==> src/hdl/mks_pkg.sv <==
// ----------------------------------------------------------------------------
// mks_pkg
// Shared constants, symbol table and control types of the Morse keyer.
// ----------------------------------------------------------------------------
package mks_pkg;

  localparam int MSG_BUF_DEF = 100;

  localparam logic [15:0] DOT_RST  = 16'd100;
  localparam logic [15:0] DASH_RST = 16'd300;
  localparam logic [15:0] EGAP_RST = 16'd100;
  localparam logic [15:0] CGAP_RST = 16'd300;

  // register indexes (word address)
  localparam logic [1:0] REG_DOT  = 2'd0;
  localparam logic [1:0] REG_DASH = 2'd1;
  localparam logic [1:0] REG_EGAP = 2'd2;
  localparam logic [1:0] REG_CGAP = 2'd3;

  // segment kinds
  localparam logic [1:0] SEG_ELEM  = 2'd0;
  localparam logic [1:0] SEG_TRAIL = 2'd1;
  localparam logic [1:0] SEG_EGAP  = 2'd2;
  localparam logic [1:0] SEG_CGAP  = 2'd3;

  // trailer is dot-dash three times: elements 0..5, odd ones are dashes
  localparam logic [2:0] TRAIL_LAST = 3'd5;

  localparam logic [7:0] CH_END = 8'h2E;
  localparam logic [7:0] CH_0   = 8'h30;
  localparam logic [7:0] CH_9   = 8'h39;
  localparam logic [7:0] CH_A   = 8'h41;
  localparam logic [7:0] CH_Z   = 8'h5A;
  localparam logic [7:0] LETTER_OFS = 8'd10;

  localparam int SYM_NUM = 36;

  typedef struct packed {
    logic [2:0] len;   // number of elements
    logic [4:0] bits;  // bit i = element i, 1 = dash
  } sym_t;

  // {len, bits}: digits 0-9 then letters A-Z
  localparam logic [7:0] SYM_TAB [0:SYM_NUM-1] = '{
    8'hBF, 8'hBE, 8'hBC, 8'hB8, 8'hB0, 8'hA0, 8'hA1, 8'hA3, 8'hA7, 8'hAF,
    8'h42, 8'h81, 8'h85, 8'h61, 8'h20, 8'h84, 8'h63, 8'h80, 8'h40, 8'h8E,
    8'h65, 8'h82, 8'h43, 8'h41, 8'h67, 8'h86, 8'h8B, 8'h62, 8'h60, 8'h21,
    8'h64, 8'h88, 8'h66, 8'h89, 8'h8D, 8'h83
  };

  function automatic sym_t sym_lookup(input logic [5:0] s);
    sym_t r;
    r = '0;
    if (s < 6'(SYM_NUM)) begin
      r = sym_t'(SYM_TAB[s]);
    end
    return r;
  endfunction

  typedef struct packed {
    logic       load;       // byte accepted
    logic       emit;       // write a segment into the output register
    logic [1:0] seg;
    logic       last;
    logic       elem_adv;
    logic       trail_adv;
  } mks_cmd_t;

  typedef struct packed {
    logic is_end;
    logic is_char;
    logic elem_last;
    logic trail_last;
    logic trail_due;
    logic out_free;
  } mks_stat_t;

endpackage

==> src/hdl/mks_if.sv <==
// ----------------------------------------------------------------------------
// mks_if
// Request channels of the Morse keyer: received bytes in, key segments out.
// ----------------------------------------------------------------------------
interface mks_in_if;
  logic       valid;
  logic       ready;
  logic [7:0] rx_byte;

  modport source (output valid, output rx_byte, input ready);
  modport sink   (input valid, input rx_byte, output ready);
endinterface

interface mks_out_if;
  logic        valid;
  logic        ready;
  logic        key_on;
  logic [15:0] duration;
  logic        last_segment;

  modport source (output valid, output key_on, output duration, output last_segment,
                  input ready);
  modport sink   (input valid, input key_on, input duration, input last_segment,
                  output ready);
endinterface

==> src/hdl/morse_keyer_from_serial_bytes_unit.sv <==
// ----------------------------------------------------------------------------
// morse_keyer_from_serial_bytes_unit
// Turns received bytes into Morse key segments, with APB timing registers.
// ----------------------------------------------------------------------------
// One byte is taken per request on in_ch and expands into key segments on
// out_ch, one segment per cycle from a single output register while out_ch
// does not stall: 2n+1 for a digit or capital letter of n elements, 12 for
// the end mark '.', 2n+1 + 12 (at most 23) for a character that fills the
// message, none for other bytes. The next byte waits for the last segment.
// The user must write the timing registers (16 bits, byte addresses 0, 4,
// 8, 12: dot, dash, element gap, character gap) over APB only while the
// block is idle; it does not enforce this. No clearing pass follows reset.
// ----------------------------------------------------------------------------
module morse_keyer_from_serial_bytes_unit #(
  parameter int MESSAGE_BUFFER = mks_pkg::MSG_BUF_DEF
) (
  input  logic        clk,
  input  logic        rst_n,
  mks_in_if.sink      in_ch,
  mks_out_if.source   out_ch,
  input  logic        psel,
  input  logic        penable,
  input  logic        pwrite,
  input  logic [3:0]  paddr,
  input  logic [31:0] pwdata,
  output logic [31:0] prdata,
  output logic        pready
);
  import mks_pkg::*;

  logic [15:0] dot_r, dash_r, egap_r, cgap_r;
  logic        wr_en;
  logic [1:0]  reg_idx;
  mks_cmd_t    cmd;
  mks_stat_t   stat;

  assign pready  = 1'b1;
  assign wr_en   = psel && penable && pwrite;
  assign reg_idx = paddr[3:2];

  always_ff @(posedge clk) begin
    if (!rst_n) begin
      dot_r  <= DOT_RST;
      dash_r <= DASH_RST;
      egap_r <= EGAP_RST;
      cgap_r <= CGAP_RST;
    end else if (wr_en) begin
      unique case (reg_idx)
        REG_DOT:  dot_r  <= pwdata[15:0];
        REG_DASH: dash_r <= pwdata[15:0];
        REG_EGAP: egap_r <= pwdata[15:0];
        REG_CGAP: cgap_r <= pwdata[15:0];
        default:  ;
      endcase
    end
  end

  always_comb begin
    unique case (reg_idx)
      REG_DOT:  prdata = {16'd0, dot_r};
      REG_DASH: prdata = {16'd0, dash_r};
      REG_EGAP: prdata = {16'd0, egap_r};
      REG_CGAP: prdata = {16'd0, cgap_r};
      default:  prdata = '0;
    endcase
  end

  mks_ctrl u_ctrl (
    .clk      (clk),
    .rst_n    (rst_n),
    .in_valid (in_ch.valid),
    .in_ready (in_ch.ready),
    .stat     (stat),
    .cmd      (cmd)
  );

  mks_dp #(
    .MESSAGE_BUFFER (MESSAGE_BUFFER)
  ) u_dp (
    .clk          (clk),
    .rst_n        (rst_n),
    .rx_byte      (in_ch.rx_byte),
    .cmd          (cmd),
    .stat         (stat),
    .dot_len      (dot_r),
    .dash_len     (dash_r),
    .elem_gap     (egap_r),
    .char_gap     (cgap_r),
    .out_valid    (out_ch.valid),
    .out_ready    (out_ch.ready),
    .key_on       (out_ch.key_on),
    .duration     (out_ch.duration),
    .last_segment (out_ch.last_segment)
  );

endmodule

==> src/hdl/mks_ctrl.sv <==
// ----------------------------------------------------------------------------
// mks_ctrl
// Segment sequencer: walks a character's elements, its gap and the trailer.
// ----------------------------------------------------------------------------
module mks_ctrl (
  input  logic               clk,
  input  logic               rst_n,
  input  logic               in_valid,
  output logic               in_ready,
  input  mks_pkg::mks_stat_t stat,
  output mks_pkg::mks_cmd_t  cmd
);
  import mks_pkg::*;

  localparam logic [2:0] S_IDLE = 3'd0;
  localparam logic [2:0] S_ON   = 3'd1;
  localparam logic [2:0] S_GAP  = 3'd2;
  localparam logic [2:0] S_CGAP = 3'd3;
  localparam logic [2:0] S_TON  = 3'd4;
  localparam logic [2:0] S_TGAP = 3'd5;

  logic [2:0] state_r, state_nxt;
  logic       emit;

  assign in_ready = (state_r == S_IDLE);
  assign emit     = (state_r != S_IDLE) && stat.out_free;

  always_comb begin
    state_nxt     = state_r;
    cmd           = '0;
    cmd.load      = in_valid && in_ready;
    cmd.emit      = emit;
    cmd.seg       = SEG_EGAP;
    unique case (state_r)
      S_IDLE: begin
        if (in_valid) begin
          if (stat.is_end) begin
            state_nxt = S_TON;
          end else if (stat.is_char) begin
            state_nxt = S_ON;
          end
        end
      end
      S_ON: begin
        cmd.seg = SEG_ELEM;
        if (emit) state_nxt = S_GAP;
      end
      S_GAP: begin
        cmd.seg      = SEG_EGAP;
        cmd.elem_adv = emit && !stat.elem_last;
        if (emit) state_nxt = stat.elem_last ? S_CGAP : S_ON;
      end
      S_CGAP: begin
        cmd.seg  = SEG_CGAP;
        cmd.last = !stat.trail_due;
        if (emit) state_nxt = stat.trail_due ? S_TON : S_IDLE;
      end
      S_TON: begin
        cmd.seg = SEG_TRAIL;
        if (emit) state_nxt = S_TGAP;
      end
      S_TGAP: begin
        cmd.seg       = SEG_EGAP;
        cmd.last      = stat.trail_last;
        cmd.trail_adv = emit && !stat.trail_last;
        if (emit) state_nxt = stat.trail_last ? S_IDLE : S_TON;
      end
      default: state_nxt = S_IDLE;
    endcase
  end

  always_ff @(posedge clk) begin
    if (!rst_n) begin
      state_r <= S_IDLE;
    end else begin
      state_r <= state_nxt;
    end
  end

endmodule

==> src/hdl/mks_dp.sv <==
// ----------------------------------------------------------------------------
// mks_dp
// Keyer datapath: byte decode, element pattern, message counter and the
// output segment register.
// ----------------------------------------------------------------------------
module mks_dp #(
  parameter int MESSAGE_BUFFER = mks_pkg::MSG_BUF_DEF
) (
  input  logic               clk,
  input  logic               rst_n,
  input  logic [7:0]         rx_byte,
  input  mks_pkg::mks_cmd_t  cmd,
  output mks_pkg::mks_stat_t stat,
  input  logic [15:0]        dot_len,
  input  logic [15:0]        dash_len,
  input  logic [15:0]        elem_gap,
  input  logic [15:0]        char_gap,
  output logic               out_valid,
  input  logic               out_ready,
  output logic               key_on,
  output logic [15:0]        duration,
  output logic               last_segment
);
  import mks_pkg::*;

  localparam int CNT_W = (MESSAGE_BUFFER > 2) ? $clog2(MESSAGE_BUFFER) : 1;
  localparam logic [CNT_W-1:0] CNT_LAST = CNT_W'(MESSAGE_BUFFER - 1);

  logic             is_digit, is_letter;
  logic [5:0]       sym_idx;
  sym_t             sym;
  logic [CNT_W-1:0] cnt_r, cnt_inc;
  logic [4:0]       pat_r;
  logic [2:0]       rem_r;
  logic [2:0]       tidx_r;
  logic             due_r;
  logic             out_valid_r;
  logic             key_r, last_r;
  logic [15:0]      dur_r, dur_nxt;

  assign is_digit  = (rx_byte >= CH_0) && (rx_byte <= CH_9);
  assign is_letter = (rx_byte >= CH_A) && (rx_byte <= CH_Z);
  assign sym_idx   = is_digit ? 6'(rx_byte - CH_0) : 6'(rx_byte - CH_A + LETTER_OFS);
  assign sym       = sym_lookup(sym_idx);
  assign cnt_inc   = cnt_r + 1'b1;

  assign stat.is_end     = (rx_byte == CH_END);
  assign stat.is_char    = is_digit || is_letter;
  assign stat.elem_last  = (rem_r == 3'd0);
  assign stat.trail_last = (tidx_r == TRAIL_LAST);
  assign stat.trail_due  = due_r;
  assign stat.out_free   = !out_valid_r || out_ready;

  always_comb begin
    case (cmd.seg)
      SEG_ELEM:  dur_nxt = pat_r[0] ? dash_len : dot_len;
      SEG_TRAIL: dur_nxt = tidx_r[0] ? dash_len : dot_len;
      SEG_EGAP:  dur_nxt = elem_gap;
      default:   dur_nxt = char_gap;
    endcase
  end

  // control state
  always_ff @(posedge clk) begin
    if (!rst_n) begin
      cnt_r       <= '0;
      out_valid_r <= 1'b0;
      due_r       <= 1'b0;
    end else begin
      if (cmd.load) begin
        if (stat.is_end) begin
          cnt_r <= '0;
          due_r <= 1'b0;
        end else if (stat.is_char) begin
          cnt_r <= (cnt_inc == CNT_LAST) ? '0 : cnt_inc;
          due_r <= (cnt_inc == CNT_LAST);
        end
      end
      if (cmd.emit) begin
        out_valid_r <= 1'b1;
      end else if (out_ready) begin
        out_valid_r <= 1'b0;
      end
    end
  end

  // payload
  always_ff @(posedge clk) begin
    if (cmd.load) begin
      pat_r  <= sym.bits;
      rem_r  <= sym.len - 3'd1;
      tidx_r <= '0;
    end else begin
      if (cmd.elem_adv) begin
        pat_r <= pat_r >> 1;
        rem_r <= rem_r - 3'd1;
      end
      if (cmd.trail_adv) begin
        tidx_r <= tidx_r + 3'd1;
      end
    end
    if (cmd.emit) begin
      key_r  <= (cmd.seg == SEG_ELEM) || (cmd.seg == SEG_TRAIL);
      dur_r  <= dur_nxt;
      last_r <= cmd.last;
    end
  end

  assign out_valid    = out_valid_r;
  assign key_on       = key_r;
  assign duration     = dur_r;
  assign last_segment = last_r;

endmodule

==> src/flat_wrapper.sv <==
// flat-port wrapper written by rule: the top's interface ports become plain ports
module morse_keyer_from_serial_bytes_unit_flat import mks_pkg::*;
#(
  parameter int MESSAGE_BUFFER = mks_pkg::MSG_BUF_DEF
)
  (clk, rst_n, psel, penable, pwrite, paddr, pwdata, prdata, pready, in_ch_valid, in_ch_rx_byte, in_ch_ready, out_ch_valid, out_ch_key_on, out_ch_duration, out_ch_last_segment, out_ch_ready);
  mks_in_if in_ch_i ();
  mks_out_if out_ch_i ();
  input  logic clk;
  input  logic rst_n;
  input  logic psel;
  input  logic penable;
  input  logic pwrite;
  input  logic [3:0] paddr;
  input  logic [31:0] pwdata;
  output logic [31:0] prdata;
  output logic pready;
  input wire logic [$bits(in_ch_i.valid)-1:0] in_ch_valid;
  input wire logic [$bits(in_ch_i.rx_byte)-1:0] in_ch_rx_byte;
  output wire logic [$bits(in_ch_i.ready)-1:0] in_ch_ready;
  output wire logic [$bits(out_ch_i.valid)-1:0] out_ch_valid;
  output wire logic [$bits(out_ch_i.key_on)-1:0] out_ch_key_on;
  output wire logic [$bits(out_ch_i.duration)-1:0] out_ch_duration;
  output wire logic [$bits(out_ch_i.last_segment)-1:0] out_ch_last_segment;
  input wire logic [$bits(out_ch_i.ready)-1:0] out_ch_ready;
  assign in_ch_i.valid = in_ch_valid;
  assign in_ch_i.rx_byte = in_ch_rx_byte;
  assign in_ch_ready = in_ch_i.ready;
  assign out_ch_valid = out_ch_i.valid;
  assign out_ch_key_on = out_ch_i.key_on;
  assign out_ch_duration = out_ch_i.duration;
  assign out_ch_last_segment = out_ch_i.last_segment;
  assign out_ch_i.ready = out_ch_ready;
  morse_keyer_from_serial_bytes_unit #(.MESSAGE_BUFFER(MESSAGE_BUFFER)) u_core (.clk(clk), .rst_n(rst_n), .in_ch(in_ch_i), .out_ch(out_ch_i), .psel(psel), .penable(penable), .pwrite(pwrite), .paddr(paddr), .pwdata(pwdata), .prdata(prdata), .pready(pready));
endmodule
==> config.mk <==
export PLATFORM = sky130hd
export DESIGN_NAME = morse_keyer_from_serial_bytes_unit_flat
export DESIGN_NICKNAME = d
export VERILOG_FILES = /design/src/hdl/mks_pkg.sv /design/src/hdl/mks_if.sv /design/src/hdl/morse_keyer_from_serial_bytes_unit.sv /design/src/hdl/mks_ctrl.sv /design/src/hdl/mks_dp.sv /design/src/flat_wrapper.sv
export SDC_FILE = /design/constraint.sdc
export NUM_CORES = 1
export LEC_CHECK = 0
export BUFFER_PORTS_ARGS = -buffer_cell sky130_fd_sc_hd__buf_2
export CORE_ASPECT_RATIO = 2
export CORE_MARGIN = 1
export CORE_UTILIZATION = 55
export DETAILED_ROUTE_END_ITERATION = 8
export PLACE_DENSITY_LB_ADDON = 0.3
export SLEW_MARGIN = 20
export SYNTH_ARGS = -nofsm -noshare
export SYNTH_HDL_FRONTEND = slang
export SYNTH_HIERARCHICAL = 1
export SYNTH_SLANG_ARGS = --single-unit
==> constraint.sdc <==
create_clock -name clk -period 4 [get_ports clk]
set_clock_uncertainty 0.1 [all_clocks]
set_input_delay 0.6 -clock clk [delete_from_list [all_inputs] [get_ports clk]]
set_output_delay 0.6 -clock clk [all_outputs]
set_load 0.01 [all_outputs]
== Yosys cells after proc, flatten, opt, wreduce, memory -nomap -nowiden ==
Memories as Yosys holds them, arrays and structs flattened.
Cells that the tools add are included.
Cells by class
  reductions and logical operators: 29
  bitwise gates (word level): 1
  mux-type cells: 35
  equal/unequal tests: 20
  add/sub/neg operators: 7
  order comparisons: 6
Operator list (number)
  32-bit one-hot mux with 4 select lines: 1
  16-bit one-hot mux with 3 select lines: 1
  3-bit 2-to-1 mux: 12
  16-bit 2-to-1 mux: 2
  8-bit 2-to-1 mux: 3
  7-bit 2-to-1 mux: 3
  3-bit one-hot mux with 6 select lines: 1
  2-bit != test, second input constant: 6
  5-bit 2-to-1 mux: 2
  2-bit AND reduction: 5
  3-bit equality test, second input constant: 3
  8-bit by 6-bit equality test with 1-bit output, second input constant: 1
  8-bit by 6-bit greater-or-equal comparator with 1-bit output, second input constant: 1
  8-bit by 7-bit greater-or-equal comparator with 1-bit output, second input constant: 1
  8-bit by 6-bit less-or-equal comparator with 1-bit output, second input constant: 1
  8-bit by 7-bit less-or-equal comparator with 1-bit output, second input constant: 1
  1-bit logical AND: 8
  7-bit by 1-bit adder with 7-bit output, second input constant: 1
  7-bit equality test, second input constant: 1
  7-bit greater-or-equal comparator, second input constant: 1
  6-bit inverter with 7-bit output: 1
  7-bit AND reduction: 1
  6-bit by 4-bit adder with 6-bit output, second input constant: 1
  2-bit equality test, second input constant: 3
  other kinds (20): 37
Word-level totals
  bits in read-only memories: 512
  memories: 1
  register bits: 105
  output and inout bits: 53
  word-level logic and storage cells: 113
  input port bits: 51
Memory list
  (no name shown): words 64, bits a word 8, rd ports 1, clocked after memory_dff 0, wr ports 0, line mks_pkg.sv:55  | r = sym_t'(SYM_TAB[s]);

== Longest topological paths before layout ==
  depth after elaboration: 10
  depth in mapped cells: 14
  depth with buffers taken out: 14

== Modules after synthesis ==
The synthesis kept the hierarchy.
By module, submodules not included
  mks_dp: times used 1, cells an instance 377, area an instance 3246.9 um^2, seq. area each 1021.0 um^2
  morse_keyer_from_serial_bytes_unit: times used 1, cells an instance 279, area an instance 2946.6 um^2, seq. area each 1281.2 um^2
  mks_ctrl: times used 1, cells an instance 46, area an instance 340.3 um^2, seq. area each 60.1 um^2

== Worst setup path before layout ==
OpenSTA, ideal clock, no wires.
  path kind: input-to-reg
  start: input port in_ch_rx_byte[4]
  end: register u_core.u_dp.rem_r[2], data pin
  buffers on the path: 1
  library setup time: 0.264 ns
  arrival: 3.294 ns
  stages: 14
  path slack: 0.343 ns
  data required time: 3.636 ns
  path through: ha_1 > or3b_1 > buf_2 > a21oi_4 > mux2i_2 > inv_1 > ha_1 > nor2_1 > nor2_1 > or3_1 > a311o_1 > o311ai_1 > ha_1 > xor2_1
Between the ends
  word-level cells in the longest chain between the ends: 10
  elaborated cells on any way between the ends: 15
  those cells by class: 4 x add/sub; 3 x order compare; 5 x mux; 1 x bitwise; 1 x reduce/logical; 1 x memory
Ends and longest elaborated chain
  start: declaration: line flat_wrapper.sv:19  | input wire logic [$bits(in_ch_i.rx_byte)-1:0] in_ch_rx_byte;
  6-bit by 1-bit subtractor with 6-bit output, or another cell as far along: line mks_dp.sv:43  | assign sym_idx = is_digit ? 6'(rx_byte - CH_0) : 6'(rx_byte - CH_A + LETTER_OFS);
  6-bit by 4-bit adder with 6-bit output or 1-bit logical AND (tied branches): line mks_dp.sv:43, mks_dp.sv:41
  6-bit 2-to-1 mux (*): line mks_dp.sv:43
  6-bit inverter with 7-bit output (implied by the code): line mks_pkg.sv:55
  memory read 64 x 8 bit
  8-bit 2-to-1 mux (implied by the code) (2 in a row): line mks_pkg.sv:55
  8-bit 2-to-1 mux (*): line mks_pkg.sv:54  | if (s < 6'(SYM_NUM)) begin
  3-bit by 1-bit subtractor with 3-bit output (*): line mks_dp.sv:91  | rem_r <= sym.len - 3'd1;
  3-bit 2-to-1 mux (*): line mks_dp.sv:89  | if (cmd.load) begin
  end signal: assignment: line mks_dp.sv:91
  end signal: assignment: line mks_dp.sv:96  | rem_r <= rem_r - 3'd1;
  end: declaration: line mks_dp.sv:34  | logic [2:0] rem_r;
Every way passes the cells marked *; elsewhere a longest branch is shown, timed or not. The select of a mux whose other input is x is not followed.
A chain may end at the register's enable or synchronous reset.

== Worst setup path after layout ==
  start: input port in_ch_rx_byte[0]
  end: register u_core.u_dp.rem_r[2], data pin
Same word-level chain as after synthesis.

==> metrics.md <==
| Metric | Value |
|---|---|
| Crit start category | primary input |
| Total Nets Final | 831 |
| Post-synth cell types | 77 |
| Yosys warns | 6 |
| Status | finished, violations left |
| Detail Route Antenna Nets | 0 |
| Detailed Route Iter0 Violations | 257 |
| # port buffers | 68 |
| Mux contribution to synthesized area | 0.1785 |
| Post-synthesis compound-gate area fraction | 0.1538 |
| Boundary Pins | 104 |
| Fmax | 288.2 MHz |
| Vias per inst | 6.242 |
| Synth area leader | dfxtp_1 |
| Slew HR | 0.4314 |
| Post-CTS Setup Inserts | 0 |
| Clk buf depth | 2 |
| Die area | 12,350 µm² |
| Unrepaired setup endpoints after global routing | false |
| Starting density of the core | 0.5617 |
| Xor/xnor cell area share of the yosys netlist | 0.01340 |
| Post-synth top cells | 108 x nand2_1, 79 x dfxtp_1, 78 x mux2i_1 |
| Largest net degree at the start of global routing | 46 |
| FF-to-FF Start | u_core/u_ctrl/state_r[2]$_SDFFE_PN0P_ |
| Ys async rst share | 0 |
| Placeable core region | 11,630 µm² |
| Worst hold path depth | 2 |
| Area Overhead vs Synth | 10.15% |
| Min-delay src | u_core/dash_r[13]$_SDFFE_PN0P_ |
| Drt wl/cell | 19.00 µm |
| PwrDens | 514.3 nW/µm² |
| Count leader, synth | nand2_1 |
| Failing checks | DRC |
| H-tree Lvls | 3 |
| WP data arrival | 3.47 ns |
| Final Critical Period | 3.469 ns |
| Ranking of synthesized cells by area | dfxtp_1 24%, mux2i_1 12%, edfxtp_1 12% |
| DR pass1 iterations | 7 |
| Simple-gate share of the synthesized area | 0.1794 |
| Avg Cell Area, Syn | 9.307 µm² |
| Vias in the first global route | 5,684 |
| Clock Pin Slew Worst Setup and Hold Paths | 0.07 ns |
| FF+latch count, synth | 105 |
| Wirelength, routed | 17.25 mm |
| Hold Path Sink | u_core/dash_r[13]$_SDFFE_PN0P_ |
| CTS root buf | clkbuf_16 |
| Resize count post-CTS | 0 |
| Fin crit share | 0.8674 |
| Total GRT Usage | 0.2849 |
| Gr ovfl total | 0 |
| First-pass GRT wire length | 26.94 mm |
| Share of layout cells above drive strength 1 | 0.1782 |
| LEAKAGE | 3.100 nW |
| Via count | 5,668 |
| VDD IR-drop max | 353.5 µV |
| Max_cap viols | 0 |
| Seq/Total Area, Yosys | 0.3615 |
| Number of enable flip-flop cells after synthesis | 26 |
| DRC viols | 1 |
| Crit-path max FO | 10 |
| Die W | 79.07 µm |
| Critical path type | primary input to register |
| Final Setup Violations | 0 |
| R2R Path End | u_core/u_dp/rem_r[2]$_DFFE_PP_ |
| Min Hold Slack | 0.3808 ns |
| Main combinational cell family by area after synthesis | simple AND/OR/NAND/NOR gates |
| Cell Area, Synth | 6534 µm² |
| CTS Buf Count | 9 |
| Mapped Cells | 702 |
| CP Capture Type | register |
| Adder-cell share of the synthesized area | 0.04213 |
| Worst-margin pin slew | 0.8463 ns |
| Post-detail-place hpwl | 12.56 mm |
| Main flop type after synthesis | dfxtp_1 |
| Worst Hold Class | register to register |
| Antenna violations before repair | 0 |
| Filler cell count | 1,035 |
| R2r setup slk | 1.31 ns |
| # rows | 56 |
| Clk sinks | 105 |
| Final GP Congestion | 0.9780 |
| Setup TNS | 0 ns |
| Worst R2R Path Depth | 9 |
| Synth top area share | 0.2421 |
| Die H | 156.1 µm |
| Hold-fix buffers, CTS | 0 |
| Final Slew Violations | 0 |
| Antenna diode count | 0 |
| Clock latency at the later pin of the worst-skew pair | 0.35 ns |
| Final Hold Fails | 0 |
| Worst path required time | 4.00 ns |
| CTS tree | built |
## area by class of cell
| class | count | area [µm²] | area share |
|---|---|---|---|
| clock buffers | 15 | 257.7 | 0.03581 |
| clock inverters | 1 | 5.005 | 0.0006954 |
| inverters | 23 | 86.33 | 0.01200 |
| multi-input cells | 526 | 3776 | 0.5247 |
| flip-flops and latches | 105 | 2362 | 0.3282 |
| well taps | 145 | 181.4 | 0.02521 |
| repair buffers | 93 | 528.0 | 0.07337 |
## cells in the final DEF, fill, tap and decap left out, drive strengths merged, types with 3 or more instances in the layout
master	Yosys	layout
edfxtp	26	26
a31oi	5	5
mux2i	79	79
buf	40	93
nand2	109	109
o31ai	6	6
clkbuf	23	15
a32o	3	3
a21oi	28	28
conb	2	17
o221ai	12	12
o21ai	25	25
nand3	8	8
or2	5	5
nand2b	5	5
a211oi	10	10
and3b	3	3
and3	4	4
ha	22	22
a21boi	3	3
o211ai	8	8
nand4	3	3
xnor2	7	7
nor2	34	34
inv	23	23
and2	6	6
dfxtp	79	79
mux4	16	16
nor3b	5	5
nor2b	24	24
or3	6	6
nor3	16	16
a211o	4	4
xor2	3	3
nor4	3	3
a22oi	11	11
## report_power, final
| part | switching (mW) | internal, mW | total [mW] |
|---|---|---|---|
| registers | 0.136 | 1.35 | 1.49 |
| logic | 0.894 | 0.513 | 1.41 |
| clock network | 0.367 | 0.440 | 0.807 |
## worst max-delay path, stage by stage
cell      delay (ns)
buf_2           0.18
inv_1           0.08
ha_1            0.25
o21bai_1        0.31
a21oi_4         0.12
xnor2_1         0.54
inv_1           0.19
ha_1            0.26
a211oi_1        0.20
o311ai_1        0.11
a31o_1          0.26
ha_1            0.21
xor2_1          0.15
## state kept, by name, summed over array words and instances (netlist names)
register / count
u_core/u_dp/due_r: 1
u_core/u_dp/pat_r: 5
u_core/u_dp/cnt_r: 7
u_core/u_ctrl/state_r: 3
u_core/cgap_r: 16
u_core/u_dp/last_segment: 1
u_core/u_dp/rem_r: 3
u_core/u_dp/tidx_r: 3
u_core/u_dp/key_on: 1
u_core/u_dp/duration: 16
u_core/dash_r: 16
u_core/u_dp/out_valid: 1
u_core/egap_r: 16
u_core/dot_r: 16
## metal layers
metal | vias to the layer above | share of wire | GRT usage
met3 | 82 | 0.047 | 0.05322
met4 | 0 | 0.061 | 0.2208
met5 | - | 0 | 0
met2 | 242 | 0.56 | 0.5435
met1 | 2711 | 0.33 | 0.2499
li1 | 2633 | - | -
## how the worst max path moves through the flow
stage | start | endpoint | slack (ns) | cells past startpoint
after floorplan | in_ch_rx_byte[4] | u_core/u_dp/rem_r[2]$_DFFE_PP_ | 0.34 | 14
after global placement | in_ch_rx_byte[0] | u_core/u_dp/rem_r[2]$_DFFE_PP_ | 0.16 | 13
final | in_ch_rx_byte[0] | u_core/u_dp/rem_r[2]$_DFFE_PP_ | 0.53 | 13
after global routing | in_ch_rx_byte[0] | u_core/u_dp/rem_r[2]$_DFFE_PP_ | 0.31 | 13
after detailed placement | in_ch_rx_byte[0] | u_core/u_dp/rem_r[2]$_DFFE_PP_ | 0.17 | 13
after CTS | in_ch_rx_byte[0] | u_core/u_dp/rem_r[2]$_DFFE_PP_ | 0.53 | 13
## through the flow
step / utilization / worst slack (ns) / instance area [µm²] / power [mW] / std cells
2_1_floorplan: - / 0.3428 / 6590 / 2.402 / 717
3_3_place_gp: 0.5961 / 0.1635 / 6933 / 2.854 / 892
3_5_place_dp: 0.5961 / 0.1724 / 6933 / 2.895 / 892
4_1_cts: 0.6187 / 0.5294 / 7196 / 3.688 / 908
5_1_grt: 0.6188 / 0.3144 / 7197 / 3.887 / 908
6_report: 0.6188 / 0.5306 / 7197 / 3.701 / 908
## kinds of logic (layout without fill, tap and decap cells)
family	after synthesis	in the layout
other cells	2	17
mux	96	96
fa+ha+maj	22	22
buf+inv	86	132
xor+xnor	10	10
compound gates	141	141
simple gates	240	240
flops	105	105
Power figures use the tool's default switching activity.
